--- src/kdv_pkg.sv ---
// shared types, constants and tables of the kick drum voice
// no dependencies
`default_nettype none
package kdv_pkg;

  localparam int SINE_TABLE_BITS = 10;
  localparam int TANH_TABLE_BITS = 10;
  localparam int SAMPLE_BITS     = 24;

  localparam int MUL_W  = 34;
  localparam int PROD_W = 2 * MUL_W;
  localparam int VW     = SAMPLE_BITS + 3;
  localparam int DIV_STEPS = 26;
  localparam int DIV_CNT_W = $clog2(DIV_STEPS);

  localparam logic [24:0] ONE_Q24   = 25'd16777216;
  localparam logic [24:0] AMP_FLOOR = 25'd16778;
  localparam logic [16:0] FADE_ONE  = 17'd65536;
  localparam logic [25:0] SIN_C1 = 26'd26353589;
  localparam logic [25:0] SIN_C3 = 26'd10837479;
  localparam logic [25:0] SIN_C5 = 26'd1337020;
  localparam logic [25:0] SIN_C7 = 26'd78547;
  localparam logic [PROD_W-1:0] TANH_C0 = PROD_W'(64'd135135 << 24);
  localparam logic signed [63:0] FULL_SCALE = 64'sd1 <<< (SAMPLE_BITS - 1);

  typedef enum logic [2:0] {
    CFG_BASE_INC  = 3'd0,
    CFG_PITCH_DEC = 3'd1,
    CFG_AMP_DEC   = 3'd2,
    CFG_DRIVE     = 3'd3,
    CFG_NORM      = 3'd4,
    CFG_VOLUME    = 3'd5,
    CFG_DECLICK   = 3'd6
  } cfg_idx_t;

  typedef struct packed {
    logic [31:0] base_increment;
    logic [23:0] pitch_decay;
    logic [23:0] amp_decay;
    logic [14:0] drive_gain;
    logic [15:0] drive_norm;
    logic [15:0] volume;
    logic [15:0] declick_step;
  } cfg_t;

  typedef enum logic [4:0] {
    U_TRIG, U_INC, U_X2, U_S7, U_S5, U_S3, U_Y, U_AMP, U_HG, U_DRV,
    U_TX2, U_TX4, U_TX6, U_N2, U_N4, U_D2, U_D4, U_XN, U_DN,
    U_F1, U_F2, U_VOL, U_PE, U_AE
  } uop_t;

  typedef enum logic [2:0] {
    ST_IDLE, ST_DISPATCH, ST_ISSUE, ST_WB, ST_DIV, ST_PASS
  } state_t;

  typedef struct packed {
    logic load;
    logic issue;
    logic wb;
    logic div_step;
    logic pass;
    uop_t uop;
  } dp_cmd_t;

  typedef struct packed {
    logic tick;
    logic active;
    logic drive_on;
    logic tanh_big;
    logic fade_go;
    logic out_busy;
  } dp_stat_t;

  // 2^(n/12) in Q1.16
  function automatic logic [16:0] semi_ratio(input logic [3:0] r);
    logic [16:0] v;
    case (r)
      4'd0:    v = 17'd65536;
      4'd1:    v = 17'd69433;
      4'd2:    v = 17'd73562;
      4'd3:    v = 17'd77936;
      4'd4:    v = 17'd82570;
      4'd5:    v = 17'd87480;
      4'd6:    v = 17'd92682;
      4'd7:    v = 17'd98193;
      4'd8:    v = 17'd104032;
      4'd9:    v = 17'd110218;
      4'd10:   v = 17'd116772;
      4'd11:   v = 17'd123715;
      default: v = 17'd65536;
    endcase
    return v;
  endfunction

endpackage
`default_nettype wire

--- src/kdv_ctrl.sv ---
// sequencer of the kick drum voice: steps the datapath through its micro-ops
// depends on kdv_pkg
`default_nettype none
module kdv_ctrl import kdv_pkg::*; (
  input  wire logic clk,
  input  wire logic rst_n,
  input  wire logic in_valid,
  input  dp_stat_t  stat,
  output logic      in_ready,
  output dp_cmd_t   cmd
);
  state_t state_r, state_nxt;
  uop_t   uop_r, uop_nxt;
  logic [DIV_CNT_W-1:0] cnt_r, cnt_nxt;
  logic   wb_go;

  function automatic uop_t follow(input uop_t u, input dp_stat_t s);
    uop_t n;
    case (u)
      U_INC:   n = U_X2;
      U_X2:    n = U_S7;
      U_S7:    n = U_S5;
      U_S5:    n = U_S3;
      U_S3:    n = U_Y;
      U_Y:     n = U_AMP;
      U_AMP:   n = U_HG;
      U_HG:    n = s.drive_on ? U_DRV : (s.fade_go ? U_F1 : U_VOL);
      U_DRV:   n = s.tanh_big ? U_DN : U_TX2;
      U_TX2:   n = U_TX4;
      U_TX4:   n = U_TX6;
      U_TX6:   n = U_N2;
      U_N2:    n = U_N4;
      U_N4:    n = U_D2;
      U_D2:    n = U_D4;
      U_D4:    n = U_XN;
      U_DN:    n = s.fade_go ? U_F1 : U_VOL;
      U_F1:    n = U_F2;
      U_F2:    n = U_VOL;
      U_VOL:   n = U_PE;
      U_PE:    n = U_AE;
      default: n = U_AE;
    endcase
    return n;
  endfunction

  // the last step of a tick waits for the result register
  assign wb_go = !(uop_r == U_AE && stat.out_busy);

  always_comb begin
    state_nxt = state_r;
    uop_nxt   = uop_r;
    cnt_nxt   = cnt_r;
    case (state_r)
      ST_IDLE: begin
        if (in_valid) state_nxt = ST_DISPATCH;
      end
      ST_DISPATCH: begin
        if (!stat.tick) begin
          uop_nxt   = U_TRIG;
          state_nxt = ST_ISSUE;
        end else if (stat.active) begin
          uop_nxt   = U_INC;
          state_nxt = ST_ISSUE;
        end else begin
          state_nxt = ST_PASS;
        end
      end
      ST_ISSUE: state_nxt = ST_WB;
      ST_WB: begin
        if (wb_go) begin
          if (uop_r == U_TRIG || uop_r == U_AE) begin
            state_nxt = ST_IDLE;
          end else if (uop_r == U_XN) begin
            cnt_nxt   = '0;
            state_nxt = ST_DIV;
          end else begin
            uop_nxt   = follow(uop_r, stat);
            state_nxt = ST_ISSUE;
          end
        end
      end
      ST_DIV: begin
        cnt_nxt = cnt_r + 1'b1;
        if (cnt_r == DIV_CNT_W'(DIV_STEPS - 1)) begin
          uop_nxt   = U_DN;
          state_nxt = ST_ISSUE;
        end
      end
      ST_PASS: begin
        if (!stat.out_busy) state_nxt = ST_IDLE;
      end
      default: state_nxt = ST_IDLE;
    endcase
  end

  always_comb begin
    in_ready     = (state_r == ST_IDLE);
    cmd.load     = (state_r == ST_IDLE) && in_valid;
    cmd.issue    = (state_r == ST_ISSUE);
    cmd.wb       = (state_r == ST_WB) && wb_go;
    cmd.div_step = (state_r == ST_DIV);
    cmd.pass     = (state_r == ST_PASS) && !stat.out_busy;
    cmd.uop      = uop_r;
  end

  always_ff @(posedge clk) begin
    if (!rst_n) begin
      state_r <= ST_IDLE;
      uop_r   <= U_TRIG;
      cnt_r   <= '0;
    end else begin
      state_r <= state_nxt;
      uop_r   <= uop_nxt;
      cnt_r   <= cnt_nxt;
    end
  end
endmodule
`default_nettype wire

--- config.mk ---
export PLATFORM = sky130hd
export DESIGN_NAME = kdv_ctrl
export DESIGN_NICKNAME = d
export VERILOG_FILES = /design/src/kdv_pkg.sv /design/src/kdv_ctrl.sv
export SDC_FILE = /design/constraint.sdc
export NUM_CORES = 1
export LEC_CHECK = 0
export ABC_AREA = 1
export BUFFER_PORTS_ARGS = -buffer_cell sky130_fd_sc_hd__buf_2
export CORE_MARGIN = 2
export CORE_UTILIZATION = 56
export DETAILED_ROUTE_END_ITERATION = 10
export PLACE_DENSITY = 0.91
export SKIP_LAST_GASP = 1
export SYNTH_ARGS = -nofsm -noshare
export SYNTH_HDL_FRONTEND = slang
export SYNTH_SLANG_ARGS = --single-unit
export TNS_END_PERCENT = 30
--- constraint.sdc ---
create_clock -name clk -period 1.9 [get_ports clk]
set_input_delay 0.095 -clock clk [delete_from_list [all_inputs] [get_ports clk]]
set_output_delay 0.095 -clock clk [all_outputs]
set_load 0.03 [all_outputs]
Word level (Yosys, flattened, before mapping)
Cells that the tools add are included.
{ "totals": {"elab_cells": 78, "output_inout_bits": 11, "regBits": 13, "input_bits": 9} }
{ "classes": {"n_addsub": 1, "mux": 24, "reduce_logical": 14, "n_eq_ne": 36} }
{ "op_table": {"columns": ["operator", "n"], "rows": [
  ["5-bit one-hot mux with 20 select lines", 1],
  ["5-bit 2-to-1 mux", 11],
  ["5-bit by 4-bit equality test with 1-bit output (second input constant)", 8],
  ["5-bit equality test (second input constant)", 8],
  ["3-bit 2-to-1 mux", 9],
  ["5-bit by 3-bit equality test with 1-bit output (second input constant)", 4],
  ["3-bit one-hot mux with 6 select lines", 1],
  ["5-bit one-hot mux with 3 select lines", 1],
  ["2-bit != test (second input constant)", 6],
  ["5-bit by 2-bit equality test with 1-bit output (second input constant)", 2],
  ["5-bit one-hot mux with 2 select lines", 1],
  ["4-bit AND reduction", 2],
  ["3-bit by 2-bit equality test with 1-bit output (second input constant)", 2],
  ["3-bit equality test (second input constant)", 2],
  ["6-bit AND reduction", 1],
  ["5-bit by 1-bit adder with 5-bit output (second input constant)", 1],
  ["5-bit by 1-bit equality test with 1-bit output (second input constant)", 1],
  ["5-bit logical NOT", 1],
  ["1-bit logical AND", 4],
  ["3-bit by 1-bit equality test with 1-bit output (second input constant)", 1],
  ["3-bit logical NOT", 1],
  ["3-bit != test (second input constant)", 1],
  ["3-bit nonzero test", 1],
  ["1-bit logical NOT", 2],
  ["other kinds (3)", 3]
]} }

Depth between registers and ports, before layout
Gate-level depths: netlist of the first run.
{ "depth": {"depth_word": 7, "ltp_mapped": 12} }

Worst setup path after synthesis of the first run
Ideal clock, no wire load.
{ "synth_timing": {"kind": "register to register", "start": "register state_r[2]", "end": "register state_r[1]", "path_buffers": 1, "slack_ns": 0.285, "t_required_ns": 1.830, "stages_incl_launch_ff": 5, "synth_period_minus_slack_ns": 1.615, "t_arrival_ns": 1.545, "cell_sequence": "dfxtp_1 buf_4 nor3_1 o21ai_0 a21oi_1"} }
{ "synth_lines": {"columns": ["element", "line", "text"], "rows": [
  ["start, declared", "kdv_ctrl.sv:12", "state_t state_r, state_nxt;"],
  ["start signal, assigned", "kdv_ctrl.sv:112", "state_r <= state_nxt;"]
]} }

Worst setup path in the final report of the first run
{ "layout_timing": {"start": "register uop_r[4]", "end": "register uop_r[4]"} }
{ "layout_via": {"elab_chain_len": 6, "elab_cells_between_ends": 34, "classes_between": "eq/ne (25); mux (5); reduce/logical (4)"} }
{ "layout_lines": {"columns": ["element", "line", "text"], "rows": [
  ["start, declared", "kdv_ctrl.sv:13", "uop_t uop_r, uop_nxt;"],
  ["start signal, assigned", "kdv_ctrl.sv:113", "uop_r <= uop_nxt;"],
  ["5-bit equality test, or another cell as far along", "kdv_ctrl.sv:19", "case (u)"],
  ["5-bit one-hot mux with 20 select lines", "kdv_ctrl.sv:19", null],
  ["5-bit 2-to-1 mux", "kdv_ctrl.sv:73", "end else if (uop_r == U_XN) begin"],
  ["5-bit 2-to-1 mux", "kdv_ctrl.sv:71", "if (uop_r == U_TRIG || uop_r == U_AE) begin"],
  ["5-bit 2-to-1 mux", "kdv_ctrl.sv:70", "if (wb_go) begin"],
  ["5-bit one-hot mux with 3 select lines", "kdv_ctrl.sv:53", "case (state_r)"]
]} }
Several ways; a longest one is shown, not always the timed one. The select of a mux whose other input is x is not followed.
A chain may end at the register's enable or synchronous reset.

==> impl_metrics.toml, run 1 <==
[outcome]
outcome = "completed"

[timing]
finalMaxSlewViolations = 0
hold_violations = 0
clock_skew_ns = 0.00149
slew-limit-headroom_pct = 74.1
rsz0062_at_grt = "no"
max_freq_mhz = 601
final_min_period_over_clock_period_pct = 87.6
fin_crit_ns = 1.66
fin_setup_tns_ns = 0
endpoints_failing_setup = 0
worst_slew_pin_slew_ns = 0.389

[placed_design]
dp_hpwl_um = 2320
place_congestion = 0.887
portBuffers = 19
count_of_placed_standard_cells_including_taps = 244

[worst_setup_path]
end_kind = "flip-flop"
reg2regPathDepth = 10
path_max_fanout = 8
cp.arrival_ns = 1.88
crit_top_cell = "nand2_1"
r2r-start = "uop_r[4]"
worstSetupPathType = "reg -> reg"
critical-path-max-stage-delay_ns = 0.54
worst_setup_path_start_kind = "flip-flop"
crit_path_cell_trace = "inv_1 > nand3_1 > nor2_1 > nor2_2 > nand2_1 > nor2_1 > nand3_2 > nand2_1 > nand2_1 > a21oi_1"
critPathSlowestCell = "dfxtp_1"
cp.required_ns = 2.11
regToRegSetupSlack_ns = 0.24
critical_path.reg2reg.endpoint = "uop_r[4]"

[yosys]
synthesis.nets = 211
yosys.area.top_type = "dfxtp_1"
synth_area_um2 = 1210
adder_cell_area_share_of_the_yosys_netlist_pct = 2.07
syn_inst = 200
synth.top_cell.area_share_pct = 21.6
largest_family_of_logic_cells_by_synthesized_area = "simple AND/OR/NAND/NOR gates"
synth_cell_types = 26
synthMuxAreaShare_pct = 0
post_synth_and_or_nand_nor_area_fraction_pct = 52.1
yosys.area_share.xor_xnor_pct = 0.725
ys.warnings.count = 0
synth.area.top_cells = "dfxtp_1, nand2_1, inv_1"
postSynthAreaPerCell_um2 = 6.04
synth.yosys.seq_area_share_pct = 21.6
ys_seq_elements = 13
synth-compound-area-share_pct = 12.3

[clocking]
postCtsHoldBufs = 0
postcts_resize_cnt = 0
numCtsBuffers = 3
clkLatencyLatePin_ns = 0.28
htree_levels = 1
clkTransAtPathRegs_ns = 0.08
cts.sink_count = 13
post_cts.repair.setup_buffers = 0
clock-root-buffer = "clkbuf_4"
ctsLongestPathBuffers = 2
tritoncts = "built"

[pwr]
power.switching_fraction_pct = 51.0
peakVddDrop_mv = 0.694
cellInternalPower_w = 0.000600
cellPowerDensity_nw_per_um2 = 911
clock_power_share_pct = 14.0
seq_power_share_pct = 31.5
power.net_switching_w = 0.000624
power_leakage_nw = 0.713
power_frac_comb_pct = 54.5

[cells_and_area]
layout.area.seq_um2 = 260
areaGrowthSynthToFinish_pct = 11.3
post_layout_nonfiller_instances = 248
fillCellCount = 190
multi_input_comb_area_um2 = 812
final_nets = 233
insertedDiodeCount = 0
drive_gt1_share_pct = 25.3

[die]
floorplan.core_area_um2 = 2000
die-width_um = 50.4
design.die.area_um2 = 2540
rows = 16
pin_count = 20
start_util_pct = 60.3
dieHeight_um = 50.4

[detailed_routing]
detail_route.drc_violations = 0
antenna_violating_nets_remaining = 0
dr.first_iter.drc_count = 49
vias = 1348
routed_via_density = 5.44
route.detailed.wl_per_inst_um = 12.0
drt_pre_antenna_iters = 4
finalWirelength_um = 2970

[global_routing]
grt_pass1_vias = 1236
grt_start_max_net_pins = 11
gr-usage-all-layers_pct = 25.5
grt_pass1_wl_um = 5040
grt-ovfl-total = 0
grt_antenna_before_repair = 0

[worst_hold_path]
hold_depth = 3
min_path_type = "in -> reg"
min-delay-start = "rst_n"
hold-path-endpoint = "state_r[0]"

[run]
drv.max_cap_violation_count = 0
## metal layers
layer / global-route usage, % / wire [um] / vias to the layer above
li1: - / - / 698
met5: 0 / 0 / -
met2: 45.8 / 1500 / 45
met1: 29.1 / 1260 / 592
met4: 13.5 / 87 / 0
met3: 2.98 / 124 / 13
## area by class of cell
cell class	instances	area share, %
Tap cell	27	2.51
Inverter	29	8.10
Clock buffer	4	1.96
Multi-Input combinational cell	155	60.4
Sequential cell	13	19.4
Timing Repair Buffer	20	7.63
## per-stage QoR
step	worst slack, ns	hold WS (ns)	util, %	power, W	cell area (um2)
final	0.236	0.0934	67.1	0.00122	1340
after global routing	0.0476	0.137	67.1	0.00133	1340
after CTS	0.259	0.0942	67.1	0.00122	1340
after detailed placement	0.289	0.380	65.8	0.00105	1320
after global placement	0.279	0.372	65.8	0.00104	1320
after floorplan	0.285	0.233	-	0.000901	1210
## how the worst max path moves through the flow
stage | start | end | slack, ns
3_3_place_gp | uop_r[4] | uop_r[2] | 0.28
3_5_place_dp | uop_r[4] | uop_r[4] | 0.29
6_report | uop_r[4] | uop_r[4] | 0.24
4_1_cts | uop_r[4] | uop_r[4] | 0.26
5_1_grt | uop_r[4] | uop_r[4] | 0.05
2_1_floorplan | state_r[2] | state_r[1] | 0.29
## registers in the layout, indices dropped and copies added, names as in the netlist
| register | count |
|---|---|
| state_r | 3 |
| cnt_r | 5 |
| uop_r | 5 |
## critical path: cells and delay by family (launching register included)
| kind | cells | cell delay (ns) |
|---|---|---|
| AO/OA/AOI/OAI | 1 | 0.12 |
| buffers and inverters | 1 | 0.22 |
| flip-flops | 1 | 0.54 |
| AND/OR/NAND/NOR | 8 | 0.71 |
## cell families (layout without fill, tap and decap cells)
group,count (synthesis),in the layout
simple gates,124,124
buf+inv,32,53
flops,13,13
compound gates,28,28
xor+xnor,1,1
fa+ha+maj,2,2
## cell usage after synthesis
cell type,count
nand2_1,46
inv_1,21
nor2_1,21
a21oi_1,15
dfxtp_1,13
nand3_1,11
nor3_1,10
inv_2,8
nand2_2,8
nor2_2,7
o21ai_0,6
nand4_1,5
nand2_4,4
nand3_2,4
o22ai_1,3
and3_1,2
buf_4,2
ha_1,2
nand3b_1,2
nor2_4,2
nor4_1,2
o21ai_1,2
a21boi_0,1
buf_6,1
o211ai_1,1
xor2_1,1
## cell usage in the layout, fill, tap and decap left out, types with 7 or more instances in the layout
cell,n
nor2_2,7
nand2_2,8
inv_2,8
dfxtp_1,13
buf_2,19
a21oi_1,15
nand2_1,46
nand3_1,11
nor3_1,10
nor2_1,21
inv_1,21
## power by group through the flow
stage	Sequential [W]	Clock (W)	Combinational, W
2_1_floorplan	0.000400	0	0.000501
3_3_place_gp	0.000388	0	0.000656
3_5_place_dp	0.000389	0	0.000663
4_1_cts	0.000383	0.000171	0.000665
5_1_grt	0.000394	0.000184	0.000747
6_report	0.000386	0.000171	0.000667
No activity file was read; power rests on OpenSTA's default activity.
==> run 2, diff against run 1 <==
--- a/config.mk
+++ b/config.mk
@@ -7,8 +7,10 @@
 export LEC_CHECK = 0
 export ABC_AREA = 1
 export BUFFER_PORTS_ARGS = -buffer_cell sky130_fd_sc_hd__buf_2
+export CELL_PAD_IN_SITES_DETAIL_PLACEMENT = 0
+export CELL_PAD_IN_SITES_GLOBAL_PLACEMENT = 1
 export CORE_MARGIN = 2
-export CORE_UTILIZATION = 56
+export CORE_UTILIZATION = 38
 export DETAILED_ROUTE_END_ITERATION = 10
 export PLACE_DENSITY = 0.91
 export SKIP_LAST_GASP = 1
==> run 2 against run 1 <==
Against the previous run:
- via count decreased by 1.5%
- flip-flop and latch count unchanged
- first-iteration DRC count grew 63%
- wire length up 1.1%
- maximum frequency up 2.5%
- register-to-register slack better by 0.04 ns
- critical endpoint is now uop_r[0]
- final area rose by 2.7%
==> impl_metrics.toml, run 2 (synthesized netlist as in run 1, its figures left out) <==
[clocking]
postcts_resize_cnt = 0
clkTransAtPathRegs_ns = 0.08
tritoncts = "built"
clock-root-buffer = "clkbuf_4"
postCtsHoldBufs = 0
clkLatencyLatePin_ns = 0.28
numCtsBuffers = 3
ctsLongestPathBuffers = 2
cts.sink_count = 13
post_cts.repair.setup_buffers = 0
htree_levels = 1

[global_routing]
gr-usage-all-layers_pct = 18.5
grt_antenna_before_repair = 0
grt-ovfl-total = 0
grt_start_max_net_pins = 11
grt_pass1_vias = 1196
grt_pass1_wl_um = 5130

[run]
drv.max_cap_violation_count = 0

[worst_setup_path]
reg2regPathDepth = 10
r2r-start = "uop_r[2]"
path_max_fanout = 10
worstSetupPathType = "reg -> reg"
critical_path.reg2reg.endpoint = "uop_r[0]"
cp.required_ns = 2.12
worst_setup_path_start_kind = "flip-flop"
cp.arrival_ns = 1.84
end_kind = "flip-flop"
regToRegSetupSlack_ns = 0.28

[pwr]
total_power_w = 0.00125
cellPowerDensity_nw_per_um2 = 907
power_leakage_nw = 0.723
peakVddDrop_mv = 0.545

[cells_and_area]
areaGrowthSynthToFinish_pct = 14.3
insertedDiodeCount = 0
final_cell_mix = "nand2_1, nor2_1, inv_1"
layout.area.seq_um2 = 260
final_nets = 235
drive_gt1_share_pct = 26.0
reg_top3 = "cnt_r (5), uop_r (5), state_r (3)"
multi_input_comb_area_um2 = 812
layout_commonest_cell = "nand2_1"
post_layout_nonfiller_instances = 267
fillCellCount = 328

[worst_hold_path]
hold-path-endpoint = "state_r[0]"
min-delay-start = "rst_n"
hold_depth = 3
min_path_type = "in -> reg"

[die]
pin_count = 20
die-width_um = 60.4
design.die.area_um2 = 3640
start_util_pct = 39.9
rows = 20
dieHeight_um = 60.4
floorplan.core_area_um2 = 3030

[detailed_routing]
dr.first_iter.drc_count = 80
drt_pre_antenna_iters = 4
detail_route.drc_violations = 0
antenna_violating_nets_remaining = 0
routed_via_density = 4.97
vias = 1328
finalWirelength_um = 3000
route.detailed.wl_per_inst_um = 11.2

[placed_design]
place_congestion = 0.956
portBuffers = 19
dp_hpwl_um = 2500
count_of_placed_standard_cells_including_taps = 263
post-place-ws_ns = 0.311

[timing]
max_freq_mhz = 616
fin_crit_ns = 1.62
final_min_period_over_clock_period_pct = 85.5
clock_skew_ns = 0.00637
final_worst_setup_slack_ns = 0.276
endpoints_failing_setup = 0
finalMaxSlewViolations = 0
hold_violations = 0
slew-limit-headroom_pct = 70.3
worst_slew_pin_slew_ns = 0.441
rsz0062_at_grt = "no"
fin_setup_tns_ns = 0

[outcome]
outcome = "completed"
## run 2: changes by cell type in the layout (fill, tap and decap cells not counted), sizes merged
| cell | delta |
|---|---|
| buf | +2 |
## run 2: worst max-delay path by stage
stage	start	endpoint	depth (start not counted)
2_1_floorplan	state_r[2]	state_r[1]	4
3_3_place_gp	uop_r[2]	uop_r[2]	10
3_5_place_dp	uop_r[2]	uop_r[0]	10
4_1_cts	uop_r[2]	uop_r[0]	10
5_1_grt	uop_r[2]	uop_r[0]	10
6_report	uop_r[2]	uop_r[0]	10
## run 2: worst max-delay path, stage by stage, from the launching register on
cell and delay [ns]:
dfxtp_1 0.57, inv_1 0.11, nand2_1 0.12, nor2_1 0.09, nor2_2 0.12, nand2_1 0.05
nor2_1 0.12, nand3_2 0.12, nand2_1 0.09, nand2_1 0.05, a21oi_1 0.12
## run 2: where the power goes
group          total (W)  internal, W  switching, W
Combinational   0.000722     0.000233      0.000489
Sequential      0.000355     0.000308     0.0000471
Clock           0.000175    0.0000816     0.0000934
## run 2: layout make-up
| cell class | instances | share of cell area [%] |
|---|---|---|
| multi-input cells | 155 | 58.8 |
| clock buffers | 4 | 1.90 |
| repair buffers | 22 | 8.52 |
| well taps | 44 | 3.99 |
| inverters | 29 | 7.89 |
| flip-flops and latches | 13 | 18.9 |
## run 2: stage by stage
step	util [%]	area, um2	hold slack (ns)
global placement	44.7	1350	0.374
detailed placement	44.7	1350	0.380
global route	45.6	1380	0.0795
floorplan	-	1210	0.233
finish	45.6	1380	0.0737
CTS	45.6	1380	0.0689
## run 2: layer usage
layer / vias to the layer above / GRT usage, % / routed length [um]
li1: 707 / - / -
met1: 589 / 22.6 / 1320
met2: 23 / 32.5 / 1500
met3: 9 / 2.13 / 99
met4: 0 / 8.57 / 80
met5: - / 0 / 0
==> run 3, diff against run 2 <==
--- a/config.mk
+++ b/config.mk
@@ -6,7 +6,7 @@
 export NUM_CORES = 1
 export LEC_CHECK = 0
 export ABC_AREA = 1
-export BUFFER_PORTS_ARGS = -buffer_cell sky130_fd_sc_hd__buf_2
+export BUFFER_PORTS_ARGS = -buffer_cell sky130_fd_sc_hd__buf_4
 export CELL_PAD_IN_SITES_DETAIL_PLACEMENT = 0
 export CELL_PAD_IN_SITES_GLOBAL_PLACEMENT = 1
 export CORE_MARGIN = 2
==> run 3 against run 2 <==
Against the previous run:
- register-to-register slack lost 0.02 ns
- first-iteration DRC count grew 25%
- maximum frequency shrank 1.4%
- die area is the same
- sequential power grew 8.2%
- final area grew 2.9%
- non-clock buffer count shrank 1
==> impl_metrics.toml, run 3 (synthesized netlist as in run 1, its figures left out) <==
[timing]
finalHoldWorstSlack_ns = 0.0927
hold_violations = 0
clock_skew_ns = 0.00459
final_worst_setup_slack_ns = 0.253
finalMaxSlewViolations = 0
worst_slew_pin_slew_ns = 0.434
fin_crit_ns = 1.65
rsz0062_at_grt = "no"
slew-limit-headroom_pct = 71.0
fin_setup_tns_ns = 0
endpoints_failing_setup = 0
max_freq_mhz = 607
final_min_period_over_clock_period_pct = 86.7

[worst_setup_path]
path_max_fanout = 8
regToRegSetupSlack_ns = 0.25
cp.arrival_ns = 1.85
r2r-start = "uop_r[0]"
timing.critical_path.buf_inv = 1
end_kind = "flip-flop"
reg2regPathDepth = 10
crit_path_cell_trace = "inv_1 > nand2_1 > nand2_2 > nand2_2 > nand3_2 > nor2_2 > nand3_2 > nand2_1 > nand2_1 > a21oi_1"
critical-path-max-stage-delay_ns = 0.57
worst_setup_path_start_kind = "flip-flop"
cp.required_ns = 2.10
critical-path-top-delay-family = "simple AND/OR/NAND/NOR gates"
critical_path.reg2reg.endpoint = "uop_r[4]"
worstSetupPathType = "reg -> reg"
critPathSlowestCell = "dfxtp_1"
crit_top_cell = "nand2_1"

[run]
drv.max_cap_violation_count = 0

[pwr]
power_leakage_nw = 0.726
peakVddDrop_mv = 0.476
cellPowerDensity_nw_per_um2 = 881

[cells_and_area]
final_cell_mix = "nand2_1, nor2_1, inv_1, buf_4, a21oi_1"
insertedDiodeCount = 0
reg_top3 = "cnt_r (5), uop_r (5), state_r (3)"
post_layout_nonfiller_instances = 266
areaGrowthSynthToFinish_pct = 17.6
drive_gt1_share_pct = 25.7
layout_commonest_cell = "nand2_1"
final_nets = 234
fillCellCount = 318

[clocking]
post_cts.repair.setup_buffers = 0
clkLatencyLatePin_ns = 0.27
numCtsBuffers = 3
ctsLongestPathBuffers = 2
tritoncts = "built"
clkTransAtPathRegs_ns = 0.08
cts.sink_count = 13
postcts_resize_cnt = 0
htree_levels = 1
clock-root-buffer = "clkbuf_4"
postCtsHoldBufs = 0

[die]
pin_count = 20
start_util_pct = 39.9
floorplan.core_area_um2 = 3030
design.die.area_um2 = 3640
die-width_um = 60.4
rows = 20
dieHeight_um = 60.4

[global_routing]
grt_start_max_net_pins = 11
grt_antenna_before_repair = 0
grt-ovfl-total = 0
gr-usage-all-layers_pct = 18.4
grt_pass1_wl_um = 5110
grt_pass1_vias = 1170

[detailed_routing]
drt_pre_antenna_iters = 4
detail_route.drc_violations = 0
routed-wl-met3_um = 145
dr.first_iter.drc_count = 100
vias = 1330
route.detailed.wl_per_inst_um = 11.5
antenna_violating_nets_remaining = 0
finalWirelength_um = 3050
routed_via_density = 5.00
detailroute.wirelength.met2_um = 1560
dr.max_layer_used = "met4"
routedLengthMet1_um = 1320

[worst_hold_path]
hold-path-endpoint = "cnt_r[0]"
hold_depth = 3
min-delay-start = "rst_n"
min_path_type = "in -> reg"

[placed_design]
portBuffers = 19
post-place-ws_ns = 0.273
place_congestion = 0.976
dp_hpwl_um = 2480
count_of_placed_standard_cells_including_taps = 262

[outcome]
outcome = "completed"
run 3: per-stage QoR:
stage / util (%) / area [um2] / power [W]
floorplan: - / 1210 / 0.000901
global placement: 46.0 / 1390 / 0.00110
detailed placement: 46.0 / 1390 / 0.00109
CTS: 46.9 / 1420 / 0.00126
global route: 46.9 / 1420 / 0.00135
finish: 46.9 / 1420 / 0.00125
run 3: routing by layer:
| layer | vias up | track usage (%) |
|---|---|---|
| li1 | 702 | - |
| met1 | 597 | 23.1 |
| met2 | 29 | 33.4 |
| met3 | 2 | 3.20 |
| met4 | 0 | 2.86 |
| met5 | - | 0 |
run 3: cell type report:
| cell class | instances | area, um2 | share of cell area (%) |
|---|---|---|---|
| clock buffers | 4 | 26.3 | 1.85 |
| inverters | 29 | 109 | 7.67 |
| multi-input cells | 155 | 812 | 57.2 |
| flip-flops and latches | 13 | 260 | 18.3 |
| well taps | 44 | 55.1 | 3.88 |
| repair buffers | 21 | 158 | 11.1 |
run 3: how the worst max path moves through the flow:
stage                     startpoint    endpoint  slack [ns]  cells past startpoint
after floorplan           state_r[2]  state_r[1]        0.29                      4
after global placement      uop_r[0]    uop_r[0]        0.24                     10
after detailed placement    uop_r[0]    uop_r[2]        0.27                     10
after CTS                   uop_r[0]    uop_r[2]        0.25                     10
after global routing        uop_r[0]    uop_r[2]        0.09                     10
final                       uop_r[0]    uop_r[4]        0.25                     10
run 3: where the power goes:
| group | internal [W] | switching [W] | leakage [nW] | total, W |
|---|---|---|---|---|
| clock network | 0.0000814 | 0.0000841 | 0.0150 | 0.000165 |
| registers | 0.000308 | 0.0000759 | 0.105 | 0.000384 |
| logic | 0.000244 | 0.000458 | 0.606 | 0.000702 |
run 3: tightest hold or removal path: cells and delay by family:
| kind | cells | cell delay (ns) |
|---|---|---|
| buffers and inverters | 1 | 0.12 |
| AO/OA/AOI/OAI | 2 | 0.10 |
